[src/qs_pkg.sv]
`timescale 1ns / 1ps
// Shared constants and sequencer state type for the quicksort sorter.
package qs_pkg;

	localparam int DEPTH_DEF      = 64;
	localparam int VALUE_BITS_DEF = 32;
	localparam int OUT_BITS       = 32;

	typedef enum logic [4:0] {
		S_FILL,
		S_START,
		S_PIV,
		S_PIVW,
		S_RD,
		S_CMP,
		S_WR2,
		S_FRD,
		S_FW1,
		S_FW2,
		S_PUSH1,
		S_PUSH2,
		S_POP,
		S_POPW,
		S_OREAD,
		S_OLOAD,
		S_OWAIT
	} qs_state_t;

endpackage

[src/qs_value_mem.sv]
`timescale 1ns / 1ps
// Value store: one write port, two registered read ports.
module qs_value_mem #(
	parameter int DEPTH      = qs_pkg::DEPTH_DEF,
	parameter int VALUE_BITS = qs_pkg::VALUE_BITS_DEF
) (
	input  logic                          clk,
	input  logic                          we,
	input  logic [$clog2(DEPTH)-1:0]      waddr,
	input  logic [VALUE_BITS-1:0]         wdata,
	input  logic [$clog2(DEPTH)-1:0]      raddr_a,
	input  logic [$clog2(DEPTH)-1:0]      raddr_b,
	output logic [VALUE_BITS-1:0]         rdata_a,
	output logic [VALUE_BITS-1:0]         rdata_b
);
	import qs_pkg::*;

	logic [VALUE_BITS-1:0] mem_q [DEPTH];

	always_ff @(posedge clk) begin
		if (we) begin
			mem_q[waddr] <= wdata;
		end
	end

	always_ff @(posedge clk) begin
		rdata_a <= mem_q[raddr_a];
		rdata_b <= mem_q[raddr_b];
	end

endmodule

[config.mk]
export PLATFORM = sky130hd
export DESIGN_NAME = qs_value_mem
export DESIGN_NICKNAME = d
export VERILOG_FILES = /design/src/qs_pkg.sv /design/src/qs_value_mem.sv
export SDC_FILE = /design/constraint.sdc
export NUM_CORES = 2
export LEC_CHECK = 0
export CAP_MARGIN = 20
export CORE_MARGIN = 3
export CORE_UTILIZATION = 38
export CTS_CLUSTER_SIZE = 14
export DETAILED_ROUTE_END_ITERATION = 10
export DONT_BUFFER_PORTS = 1
export SYNTH_ARGS = -nofsm -noshare
export SYNTH_HDL_FRONTEND = slang
export SYNTH_SLANG_ARGS = --single-unit
[constraint.sdc]
create_clock -name clk -period 8.1 [get_ports clk]
set_input_delay 0.81 -clock clk [delete_from_list [all_inputs] [get_ports clk]]
set_output_delay 0.81 -clock clk [all_outputs]
set_load 0.005 [all_outputs]
==> reports/metrics.cfg <==
[grt]
grt.total_usage_pct = 22.7
grt.overflow.total = 0
grt_pass1_vias = 51100
antenna_found_initial = 10
grt_pass1_wl_um = 411000
grt_max_degree = 506

[pwr]
switchingPower_mw = 4.84
seqPwrFrac_pct = 52.4
p_total_mw = 23.3
p_per_area_nw_per_um2 = 219
power.internal_mw = 18.4
p_comb_share_pct = 5.7
p_clk_share_pct = 41.8
ir_worst_vdd_mv = 0.203
p_leak_nw = 32.4
swShare_pct = 20.8

[yosys]
synth_edf_count = 2048
synthAdderAreaFrac_pct = 0
synthMuxAreaShare_pct = 29.0
synth_seq_cells = 2112
synth_compound_gate_area_share_pct = 2.39
avgSynthCellArea_um2 = 21.7
yosys_warnings = 0
synthesis.area_um2 = 95700
synth_flop_cell = edfxtp_1
postSynthCellCount = 4412
async_flop_share_pct = 0
synth_top_family_by_area = multiplexers
yosys.area_share.simple_pct = 1.13
ys_seq_area_share_pct = 65.6
synth_cell_types = 38
synthXorXnorAreaFrac_pct = 0
synth_nets = 4464

[sta]
hold-worst-slack_ns = 0.0673
timing.final.hold_violations = 0
finClkSkew_ns = 0.0342
max_freq_mhz = 252
worst_pin_slew_ns = 2.95
rsz0062_at_grt = false
finalCriticalPeriod_ns = 3.96
setup_tns_ns = 0
maxSlewHeadroom_pct = -96.3
maxSlewViolCount = 360
setup_viol = 0
finalCritPeriodShare_pct = 48.9

[placement]
port_buffers = 0
place_area_um2 = 99200
dp_hpwl_um = 146000
place_inst = 7478
gp_congestion = 0.779

[layout]
drive_gt1_share_pct = 36.0
syn2layout_area_growth_pct = 11.0
final_area_um2 = 106000
layout_commonest_cell = edfxtp_1
nets = 4413
final_cell_count_no_fill = 7867
final_cell_mix = 2048 x edfxtp_1, 1124 x mux4_2, 214 x clkbuf_16
n_fill_cell = 21300

[drt]
vias = 50100
wirelength_um = 295000
dr.pass1.iters = 6
routed_via_density = 6.37
routedWlPerCell_um = 37.5
antenna_left = 0
drt_iter0_markers = 7555
drc = 0

[cts]
numCtsBuffers = 205
cts.sinks = 2112
cts.repair.resized = 0
cts_setup_buffers = 0
clockBufferDepth = 3
hold_buffers = 0
cts_root_buffer = clkbuf_16
path_clk_slew_ns = 0.06
cts_tree = yes
clk_latency_ns = 0.85
cts_max_level = 4

[floorplan]
fp-row-count = 183
start_util_pct = 38.3
die_y_um = 508
die_w_um = 508
core_um2 = 250000
die_area_um2 = 258000
ios = 116

[setup_path]
cp_common_cell = o22ai_1
cp.arrival_ns = 4.69
required_ns = 8.83
cp-start-kind = primary input
crit_path_top_delay_cell = nand3b_1
crit_fanout = 405
worstSetupPathType = in -> reg
cpPeakStageDelay_ns = 1.15
setup.worst_path.end_class = flip-flop
regToRegSetupSlack_ns = 5.58
path_cells = nand3b_1 > o22ai_1 > a211oi_1 > o22ai_1 > a21oi_1

[run]
cap_violations = 0

[status]
status = complete, but fails checks
violations = max-slew violations

[worst_hold_path]
hold_path.class = in -> reg

==> state kept, by name, indices dropped and copies added (netlist names) <==
name and flops:
rdata_a 32, rdata_b 32, mem_q 2048
==> cells in the mapped netlist (all sizes together) (9+ instances only) <==
master,number,area [um^2]
a211oi,15,113
a21oi,58,290
a221oi,13,114
a22oi,85,638
a32oi,9,78.8
buf,212,1240
clkbuf,135,507
dfxtp,64,1280
edfxtp,2048,61500
mux2,36,405
mux2i,204,2040
mux4,1124,25300
nand2,93,349
nand3,9,45.0
nor2,94,353
nor2b,19,119
o211ai,27,203
o21ai,49,245
o221ai,16,140
o22ai,56,350
o32a,9,90.1
==> per-layer routing <==
layer / track usage (%) / part of all wire (%) / up-vias
met5: 0 / 0.0044 / -
met4: 8.48 / 4.1 / 2
met3: 5.08 / 9.9 / 524
met2: 36.5 / 48 / 2786
met1: 30.5 / 38 / 27400
li1: - / - / 19400
==> cell families (layout without fill, tap and decap cells) <==
family	Yosys count	after routing
mux	1364	1364
compound gates	340	340
other cells	0	1
flops	2112	2112
buf+inv	348	472
simple gates	248	248
==> final cells by class <==
cell class | count | area, um^2 | area share (%)
well taps | 3330 | 4170 | 3.92
flip-flops and latches | 2112 | 62800 | 59.1
clock buffers | 284 | 5850 | 5.51
inverters | 1 | 3.75 | 0.00353
multi-input cells | 1952 | 31700 | 29.8
repair buffers | 89 | 772 | 0.727
clock inverters | 98 | 963 | 0.907
diodes | 1 | 2.50 | 0.00236
==> final timing paths <==
kind | start | endpoint | cells past startpoint
hold / removal | wdata[12] | mem_q[62][12]$_DFFE_PP_ | 0
setup reg to reg | mem_q[39][19]$_DFFE_PP_ | rdata_a[19]$_DFF_P_ | 5
hold reg to reg | mem_q[38][27]$_DFFE_PP_ | rdata_a[27]$_DFF_P_ | 4
setup / recovery | raddr_a[1] | rdata_a[24]$_DFF_P_ | 5
==> power groups by stage <==
stage / Combinational [mW] / Clock (mW) / Sequential (mW)
global placement: 1.21 / 0 / 12.4
detailed placement: 1.22 / 0 / 12.4
floorplan: 1.16 / 0 / 12.4
finish: 1.34 / 9.74 / 12.2
global route: 1.38 / 10.3 / 12.2
CTS: 1.22 / 9.87 / 12.2
==> critical path, delay by kind of cell <==
kind / cells / cell delay, ns
compound gates: 4 / 1.73
simple gates: 1 / 1.15
==> through the flow <==
step                utilization [%]  setup slack [ns]
detailed placement             39.8              4.29
global route                   42.5              4.04
finish                         42.5              4.14
floorplan                         -              4.10
CTS                            42.5              5.22
global placement               39.8              4.27
(Power assumes the default switching activity.)
