--- src/qs_pkg.sv ---
`timescale 1ns / 1ps
// Shared constants and sequencer state type for the quicksort sorter.
package qs_pkg;

	localparam int DEPTH_DEF      = 64;
	localparam int VALUE_BITS_DEF = 32;
	localparam int OUT_BITS       = 32;

	typedef enum logic [4:0] {
		S_FILL,
		S_START,
		S_PIV,
		S_PIVW,
		S_RD,
		S_CMP,
		S_WR2,
		S_FRD,
		S_FW1,
		S_FW2,
		S_PUSH1,
		S_PUSH2,
		S_POP,
		S_POPW,
		S_OREAD,
		S_OLOAD,
		S_OWAIT
	} qs_state_t;

endpackage

--- src/qs_range_stack.sv ---
`timescale 1ns / 1ps
// Range stack memory: pending low/high index pairs, registered read.
module qs_range_stack #(
	parameter int DEPTH = qs_pkg::DEPTH_DEF
) (
	input  logic                           clk,
	input  logic                           we,
	input  logic [$clog2(DEPTH)-1:0]       waddr,
	input  logic [2*$clog2(DEPTH)-1:0]     wdata,
	input  logic [$clog2(DEPTH)-1:0]       raddr,
	output logic [2*$clog2(DEPTH)-1:0]     rdata
);
	import qs_pkg::*;

	localparam int IDX_W = $clog2(DEPTH);

	logic [2*IDX_W-1:0] mem_q [DEPTH];

	always_ff @(posedge clk) begin
		if (we) begin
			mem_q[waddr] <= wdata;
		end
	end

	always_ff @(posedge clk) begin
		rdata <= mem_q[raddr];
	end

endmodule

--- config.mk ---
export PLATFORM = sky130hd
export DESIGN_NAME = qs_range_stack
export DESIGN_NICKNAME = d
export VERILOG_FILES = /design/src/qs_pkg.sv /design/src/qs_range_stack.sv
export SDC_FILE = /design/constraint.sdc
export NUM_CORES = 1
export LEC_CHECK = 0
export BUFFER_PORTS_ARGS = -buffer_cell sky130_fd_sc_hd__buf_4
export CAP_MARGIN = 0
export CORE_ASPECT_RATIO = 1.25
export CORE_MARGIN = 10
export CORE_UTILIZATION = 60
export CTS_BUF_LIST = sky130_fd_sc_hd__clkbuf_8
export DETAILED_ROUTE_END_ITERATION = 12
export PLACE_DENSITY_LB_ADDON = 0.15
export SETUP_SLACK_MARGIN = 0.02
export SKIP_CTS_REPAIR_TIMING = 1
export SLEW_MARGIN = 10
export SYNTH_ARGS = -nofsm -noshare
export SYNTH_HDL_FRONTEND = slang
export SYNTH_SLANG_ARGS = --single-unit
--- constraint.sdc ---
create_clock -name clk -period 5.59 [get_ports clk]
set_input_delay 0 -clock clk [delete_from_list [all_inputs] [get_ports clk]]
set_output_delay 0 -clock clk [all_outputs]
set_load 0.02 [all_outputs]
==> impl_metrics.toml, run 1 <==
[pwr]
powerDensity_mw_per_mm2 = 335
power_frac_comb_pct = 5.4
swShare_pct = 22.3
clkPwrFrac_pct = 36.1
p_int_w = 0.00864
ir_worst_vdd_v = 0.000191
switchingPower_w = 0.00247
seqPwrFrac_pct = 58.5
power_leakage_nw = 10.5

[global_route]
use_met2_pct = 36.9
grt_pass1_vias = 14786
gr-usage-met3_pct = 5.00
grt_max_degree = 69
grt-ovfl-total = 0
track_usage_pct = 23.5
busiest_layer = "met2"
grt_pass1_wl_mm = 101
grtUsageMet1_pct = 31.9
antenna_found_initial = 2

[floorplan]
num_rows = 91
dieArea_mm2 = 0.0591
die_y_um = 269
pin_count = 38
start_util_pct = 60.5
die_x_um = 220
coreArea_mm2 = 0.0493

[hold_path]
hp-class = "input pin to flip-flop"

[worst_setup_path]
slowest_stage = "buf_4"
cp-start-kind = "input pin"
crit_buf_inv = 2
cpMostUsedCell = "buf_4"
max_stage_delay_ns = 0.64
path_class = "input pin to flip-flop"
crit_required_ns = 6.15
critPathTopFamily = "compound AO/OA/AOI/OAI gates"
cp_max_fo = 44
end_kind = "flip-flop"
arrival_ns = 2.93
rrSetupSlack_ns = 3.33
path_cells = "buf_4 > buf_4 > nor2b_1 > a221o_1 > a311oi_1 > o31ai_1"

[synthesis]
yosysWarningCount = 0
synth_edf_count = 768
synthFlopType = "edfxtp_1"
syn_inst = 1339
synthMuxAreaShare_pct = 15.4
synth-compound-area-share_pct = 2.59
async_flop_share_pct = 0
syn_area_mm2 = 0.0299
synth_area_leader_cell = "edfxtp_1"
synthDistinctLibCells = 35
synthTopCellsByArea = "edfxtp_1 77%, mux4_2 14%, nor2_1 0.93%"
yosysTopAreaCellShare_pct = 77.3
yosys.area_share.simple_pct = 2.49
synth_xor_area_share_pct = 0
yosysSeqAreaShare_pct = 78.1
synth_top_family_by_area = "multiplexers"
yosys.area_share.adder_pct = 0
syn-num-nets = 1365
synth_seq_cells = 780
avgSynthCellArea_um2 = 22.3

[clocking]
clkSinkCount = 780
clk_pin_slew_ns = 0.07
tritoncts = "done"
cts_inserted_buffers = 111
clk_path_buf_depth = 3
ctsHtreeMaxLevel = 3
insertion_delay_ns = 0.71
cts_root_buf = "clkbuf_8"

[layout]
regArea_mm2 = 0.0233
stdcell_count = 2243
layout.nets = 1526
final_layout_size_suffix_gt1_share_pct = 27.2
multiInputGateArea_mm2 = 0.00612
n_fill_cell = 3150
syn_to_final_growth_pct = 11.2

[status]
violations = "hold timing"
status = "complete, but fails checks"

[timing]
fin_crit_ns = 2.37
fmax_ghz = 0.421
tightest_slew_ns = 1.25
grt_setup_unrepaired = "false"
relSlewSlack_pct = 15.7
period_share_pct = 42.5
hold_violations = 15
whs_ns = -0.0381
drv_slew = 0
skew_ns = 0.0273
setup_viol = 0
fin_setup_tns_ns = 0

[detailed_routing]
first_iter_violations = 1879
vias = 14479
ant_nets = 0
vias_per_cell = 6.46
avgRoutedWirePerCell_um = 30.3
wl_mm = 67.9
drc = 0
first_pass_iters = 5

[job]
cap_violations = 0

[placed_design]
place.gp.congestion = 0.834
hpwl_mm = 40.4
dpl.cell_count = 2021
port_buffers = 37
==> routing by layer <==
metal  vias up  share of wire (%)
met4         2                3.3
li1       6009                  -
met2       693                 50
met5         -              0.010
met3       111                8.8
met1      7664                 38
==> stage by stage <==
stage	total power, W	utilization (%)	area, um2	worst slack [ns]
after detailed placement	0.00722	63.0	31000	2.50
after floorplan	0.00695	-	29900	3.81
after global placement	0.00721	63.0	31000	2.51
after global routing	0.0115	67.3	33200	3.23
final	0.0111	67.3	33200	3.22
after CTS	0.0112	66.9	33000	3.28
==> logic make-up after synthesis <==
logic type / after synthesis
muxes: 219
and+or+nand+nor: 158
buffers and inverters: 73
DFF: 780
AOI/OAI and AO/OA: 109
==> layout make-up <==
cell class | instances | area share (%)
clock inverter | 89 | 1.15
antenna | 1 | 0.00754
clock buffer | 115 | 4.77
tap | 651 | 2.45
sequential | 780 | 70.2
timing repair buffer | 121 | 2.94
multi-input combinational | 486 | 18.5
==> tightest hold or removal path, cell delays in order <==
cell and delay [ns]:
buf_4 0.17, nand2_1 0.21, nor2_1 0.10
==> cell usage in the layout (no fill, tap or decap), drive strengths merged, types with 16 or more instances in the layout <==
| cell type | count |
|---|---|
| o22ai | 23 |
| nor2 | 74 |
| nand2b | 21 |
| mux2i | 20 |
| clkinv | 42 |
| dlygate4sd3 | 17 |
| edfxtp | 768 |
| inv | 43 |
| mux4 | 192 |
| clkbuf | 115 |
| buf | 104 |
| o221ai | 16 |
==> flip-flops by register name, indices dropped and copies added, names as in the netlist <==
name   count
rdata     12
mem_q    768
==> synth_stat cells (10+ instances only) <==
cell,number
edfxtp_1,768
mux4_2,192
nor2_1,74
clkbuf_1,33
o22ai_1,23
nand2b_1,21
mux2i_1,20
o221ai_1,16
nor2b_1,15
nand2_1,14
nand3_1,14
a211oi_1,13
buf_2,13
buf_6,13
dfxtp_1,12
buf_4,11
o21ai_0,11
a21oi_1,10
nor3_1,10
==> final timing paths <==
kind / startpoint / cells past startpoint / end
max: raddr[2] / 6 / rdata[1]
max reg2reg: mem_q[38][1] / 5 / rdata[1]
min: waddr[3] / 3 / mem_q[13][4]
min reg2reg: mem_q[38][2] / 4 / rdata[2]
==> power groups by stage <==
stage / logic (W) / registers (W) / clock network, W
floorplan: 0.000326 / 0.00662 / 0
global placement: 0.000584 / 0.00662 / 0
detailed placement: 0.000593 / 0.00663 / 0
CTS: 0.000594 / 0.00650 / 0.00408
global route: 0.000635 / 0.00650 / 0.00433
finish: 0.000598 / 0.00650 / 0.00401
No activity file was read; power rests on OpenSTA's default activity.
==> inputs of run 2 (changes only) <==
--- a/config.mk
+++ b/config.mk
@@ -9,7 +9,7 @@
 export CAP_MARGIN = 0
 export CORE_ASPECT_RATIO = 1.25
 export CORE_MARGIN = 10
-export CORE_UTILIZATION = 60
+export CORE_UTILIZATION = 59
 export CTS_BUF_LIST = sky130_fd_sc_hd__clkbuf_8
 export DETAILED_ROUTE_END_ITERATION = 12
 export PLACE_DENSITY_LB_ADDON = 0.15
==> constraint.sdc (replaced) <==
create_clock -name clk -period 2.1 [get_ports clk]
set_input_delay 0 -clock clk [delete_from_list [all_inputs] [get_ports clk]]
set_output_delay 0 -clock clk [all_outputs]
set_load 0.02 [all_outputs]
==> run 2 against run 1 <==
The run now ends clean. Sequential share of layout area is 2.3 points lower. Flip-flop and latch count unchanged. Combinational power rose to 2.9 times the previous value. Total power grew to 2.8 times the previous value. Non-clock buffer count rose by 85. Critical path type is now flip-flop to flip-flop. Largest power group unchanged.
==> impl_metrics.toml, run 2 (synthesis gave the netlist of run 1 again) <==
[placed_design]
port_buffers = 37
place.gp.congestion = 0.839
hpwl_mm = 41.9
placed_cell_area_mm2 = 0.0318

[clocking]
clk_pin_slew_ns = 0.06
clk_path_buf_depth = 3
cts_root_buf = "clkbuf_8"
cts_inserted_buffers = 113
clkSinkCount = 780
ctsHtreeMaxLevel = 3
insertion_delay_ns = 0.71
tritoncts = "done"

[worst_setup_path]
crit_required_ns = 2.69
crit_buf_inv = 2
end_kind = "flip-flop"
max_stage_delay_ns = 0.46
arrival_ns = 2.54
slowest_stage = "mux4_2"
cpMostUsedCell = "buf_4"
path_cells = "mux4_2 > nor2b_1 > a211oi_1 > buf_4 > nor3_1 > buf_4 > a22o_1"
path_class = "flip-flop to flip-flop"
cp_max_fo = 1
critPathTopFamily = "multiplexers"
cp-start-kind = "flip-flop"

[timing]
fmax_ghz = 0.511
relSlewSlack_pct = 28.5
tightest_slew_ns = 1.07
hold_violations = 0
fin_crit_ns = 1.96
period_share_pct = 93.1
drv_slew = 0
skew_ns = 0.0303
grt_setup_unrepaired = "false"
setup_viol = 0
fin_setup_tns_ns = 0

[layout]
largest_register_ffs = 768
syn_to_final_growth_pct = 15.0
final_cell_mix = "768 x edfxtp_1, 192 x mux4_2, 170 x buf_4"
design_area_mm2 = 0.0343
largest-register = "mem_q"
final_layout_size_suffix_gt1_share_pct = 32.1
layout.nets = 1613
layout_commonest_cell = "edfxtp_1"
top_regs = "mem_q (768), rdata (12)"

[pwr]
ir_worst_vdd_v = 0.000533
powerDensity_mw_per_mm2 = 903
power_leakage_nw = 11.2

[detailed_routing]
vias_per_cell = 6.29
drc = 0
avgRoutedWirePerCell_um = 28.8
first_pass_iters = 5
ant_nets = 0
wl_mm = 67.4
first_iter_violations = 1855
vias = 14727

[floorplan]
pin_count = 38
start_util_pct = 59.3
coreArea_mm2 = 0.0503
die_x_um = 221
num_rows = 92
dieArea_mm2 = 0.0600
die_y_um = 271

[global_route]
grt_max_degree = 65
grt_pass1_vias = 14998
track_usage_pct = 22.6
grt-ovfl-total = 0
grt_pass1_wl_mm = 101
antenna_found_initial = 1

[status]
status = "complete, no violations"

[job]
cap_violations = 0

[hold_path]
hp-class = "input pin to flip-flop"
-- run 2: changes by cell type in the layout (fill, tap and decap cells not counted), moves of 2 or more --
| cell | change |
|---|---|
| clkbuf_8 | +10 |
| clkinv_2 | +5 |
| buf_4 | +69 |
| inv_1 | -8 |
| buf_12 | +13 |
| clkinvlp_4 | +4 |
| dlygate4sd3_1 | +3 |
| bufinv_16 | +6 |
| clkinv_1 | -13 |
| inv_6 | +2 |
| nor2_2 | -2 |
| nor2_1 | +2 |
-- run 2: metrics by stage --
stage	hold slack, ns	setup WS [ns]	instances	util [%]	power [W]
floorplan	0.0989	0.316	1339	-	0.0185
finish	0.0632	0.145	2342	68.2	0.0310
global placement	0.437	-0.141	2110	63.3	0.0193
detailed placement	0.425	-0.142	2110	63.3	0.0193
global route	0.0791	0.0269	2342	68.2	0.0320
CTS	-0.241	0.109	2321	67.8	0.0312
-- run 2: final cells by class --
type,instances,area [um2]
antenna,1,2.50
clock buffer,125,1720
clock inverter,86,566
fill,3128,16000
multi-input combinational,486,6120
sequential,780,23300
tap,658,823
timing repair buffer,206,1780
-- run 2: tightest hold or removal path, stage by stage --
cell      delay [ns]
buf_4           0.17
nand3b_1        0.27
nor2_1          0.14
-- run 2: worst paths after layout --
check,start,end,slack (ns),cells past startpoint
worst max-delay path,mem_q[3][7],rdata[7],0.14,7
worst min-delay path,waddr[4],mem_q[25][4],0.06,3
worst max register to register,mem_q[3][7],rdata[7],0.14,7
worst min register to register,mem_q[32][6],rdata[6],0.87,4
-- run 2: routing by layer --
metal / up-vias / GRT usage (%) / share of wire (%)
met5: - / 0 / 0
met4: 0 / 7.40 / 2.4
li1: 6203 / - / -
met2: 645 / 38.0 / 51
met3: 97 / 3.84 / 7.4
met1: 7782 / 29.8 / 39
-- run 2: power breakdown --
part / internal (W) / total (W) / leakage [nW] / switching [W]
logic: 0.000713 / 0.00173 / 2.86 / 0.00101
registers: 0.0172 / 0.0173 / 7.01 / 0.0000554
clock network: 0.00635 / 0.0120 / 1.28 / 0.00563
total: 0.0243 / 0.0310 / 11.2 / 0.00670
==> inputs of run 3 (changes only) <==
--- a/config.mk
+++ b/config.mk
@@ -9,9 +9,10 @@
 export CAP_MARGIN = 0
 export CORE_ASPECT_RATIO = 1.25
 export CORE_MARGIN = 10
-export CORE_UTILIZATION = 59
+export CORE_UTILIZATION = 60
 export CTS_BUF_LIST = sky130_fd_sc_hd__clkbuf_8
 export DETAILED_ROUTE_END_ITERATION = 12
+export GPL_TIMING_DRIVEN = 0
 export PLACE_DENSITY_LB_ADDON = 0.15
 export SETUP_SLACK_MARGIN = 0.02
 export SKIP_CTS_REPAIR_TIMING = 1
==> constraint.sdc (replaced) <==
create_clock -name clk -period 2 [get_ports clk]
set_input_delay 0 -clock clk [delete_from_list [all_inputs] [get_ports clk]]
set_output_delay 0 -clock clk [all_outputs]
set_load 0.02 [all_outputs]
==> run 3 against run 2 <==
The flow now finishes with violations (setup timing). Count of clock-buffer cells in the layout shrank 8. Global-route usage grew 2.8 points. Critical path depth shrank 4. Total power grew 3.3%. Setup slack lost 0.28 ns. Die area shrank 1.5%. Final cell count shrank 4.3%. Flip-flop and latch count is the same. Highest routed layer is now met5.
==> impl_metrics.toml, run 3 (synthesis gave the netlist of run 1 again) <==
[status]
status = "complete, but fails checks"
violations = "setup timing"

[clocking]
tritoncts = "done"
cts_inserted_buffers = 110
insertion_delay_ns = 0.73
clkSinkCount = 780
clk_path_buf_depth = 3
ctsHtreeMaxLevel = 3
cts_root_buf = "clkbuf_8"
clk_pin_slew_ns = 0.07

[floorplan]
coreArea_mm2 = 0.0493
start_util_pct = 60.5
pin_count = 38
die_y_um = 269
die_x_um = 220
dieArea_mm2 = 0.0591
num_rows = 91

[timing]
relSlewSlack_pct = 16.0
period_share_pct = 107
tightest_slew_ns = 1.26
skew_ns = 0.0321
fmax_ghz = 0.468
drv_slew = 0
fin_crit_ns = 2.14
grt_setup_unrepaired = "true"
hold_violations = 0
whs_ns = 0.00731
fin_ws_ns = -0.137
setup_viol = 24

[placed_design]
place.gp.congestion = 0.892
post-place-ws_ns = -1.20
port_buffers = 30
hpwl_mm = 45.5
placed_cell_area_mm2 = 0.0310

[layout]
largest_register_ffs = 768
n_fill_cell = 3153
regArea_mm2 = 0.0233
layout_commonest_cell = "edfxtp_1"
design_area_mm2 = 0.0335
fin_util_pct = 67.9
syn_to_final_growth_pct = 12.2
final_cell_mix = "768 x edfxtp_1, 192 x mux4_2, 117 x clkbuf_8"
top_regs = "mem_q (768), rdata (12)"
layout.nets = 1525
final_layout_size_suffix_gt1_share_pct = 31.0
largest-register = "mem_q"
multiInputGateArea_mm2 = 0.00639

[detailed_routing]
first_iter_violations = 2020
drc = 0
wl_mm = 73.9
vias_per_cell = 6.60
vias = 14790
first_pass_iters = 7
avgRoutedWirePerCell_um = 33.0
ant_nets = 0

[job]
cap_violations = 0

[pwr]
p_int_w = 0.0249
powerDensity_mw_per_mm2 = 956
ir_worst_vdd_v = 0.000641
power_leakage_nw = 10.5
seqPwrFrac_pct = 56.6
switchingPower_w = 0.00708
design_power_total_w = 0.0320
swShare_pct = 22.1
clkPwrFrac_pct = 37.4
power_frac_comb_pct = 5.9

[global_route]
use_met2_pct = 40.3
grt_pass1_wl_mm = 106
track_usage_pct = 25.4
grt_max_degree = 65
grtUsageMet1_pct = 33.9
busiest_layer = "met2"
grt-ovfl-total = 0
grt_pass1_vias = 15036
antenna_found_initial = 2
gr-usage-met3_pct = 5.11

[hold_path]
hp-class = "input pin to flip-flop"

[worst_setup_path]
arrival_ns = 2.46
cp_max_fo = 12
end_kind = "flip-flop"
path_class = "input pin to flip-flop"
crit_required_ns = 2.32
cp-start-kind = "input pin"
[run 3: cell types whose count changed in the layout (fill, tap and decap cells not counted), sizes merged]
cell         previous run  this run
buf                   186        73
diode                   1         2
bufinv                  7         6
clkinvlp                7         2
clkinv                 34        38
clkbuf                125       150
dlygate4sd3            20        15
[run 3: worst paths after layout]
kind | start | end | slack, ns | cells after the start
setup reg to reg | mem_q[51][3] | rdata[3] | 0.01 | 4
hold reg to reg | mem_q[54][1] | rdata[1] | 0.95 | 3
hold / removal | we | mem_q[49][8] | 0.007 | 3
setup / recovery | waddr[2] | mem_q[63][3] | -0.14 | 3
[run 3: worst max-delay path: stages]
cell,delay (ns)
clkbuf_1,0.34
nand4_1,0.84
nor2_1,1.27
[run 3: power groups by stage]
stage / Clock [W] / Sequential [W] / Combinational (W)
final: 0.0120 / 0.0181 / 0.00190
after global routing: 0.0129 / 0.0181 / 0.00198
after CTS: 0.0121 / 0.0181 / 0.00182
after detailed placement: 0 / 0.0185 / 0.00182
after global placement: 0 / 0.0185 / 0.00178
after floorplan: 0 / 0.0185 / 0.000912
[run 3: cell type report]
class / instances / share of cell area (%)
repair buffers: 49 / 1.24
flip-flops and latches: 780 / 69.6
diodes: 2 / 0.0149
multi-input cells: 486 / 19.1
plain buffers: 72 / 1.31
well taps: 651 / 2.43
clock buffers: 117 / 4.81
clock inverters: 84 / 1.51
[run 3: through the flow]
step | cells | setup TNS [ns]
floorplan | 1339 | 0
global placement | 2020 | -339.11
detailed placement | 2023 | -346.52
CTS | 2224 | -4.07
global route | 2240 | -2.50
finish | 2241 | -2.04
[run 3: metal layers]
metal  wire length (um)  up-vias
met2              37400      835
met3               6690      149
met5                 13        -
li1                   -     6026
met4               2560        2
met1              27200     7778
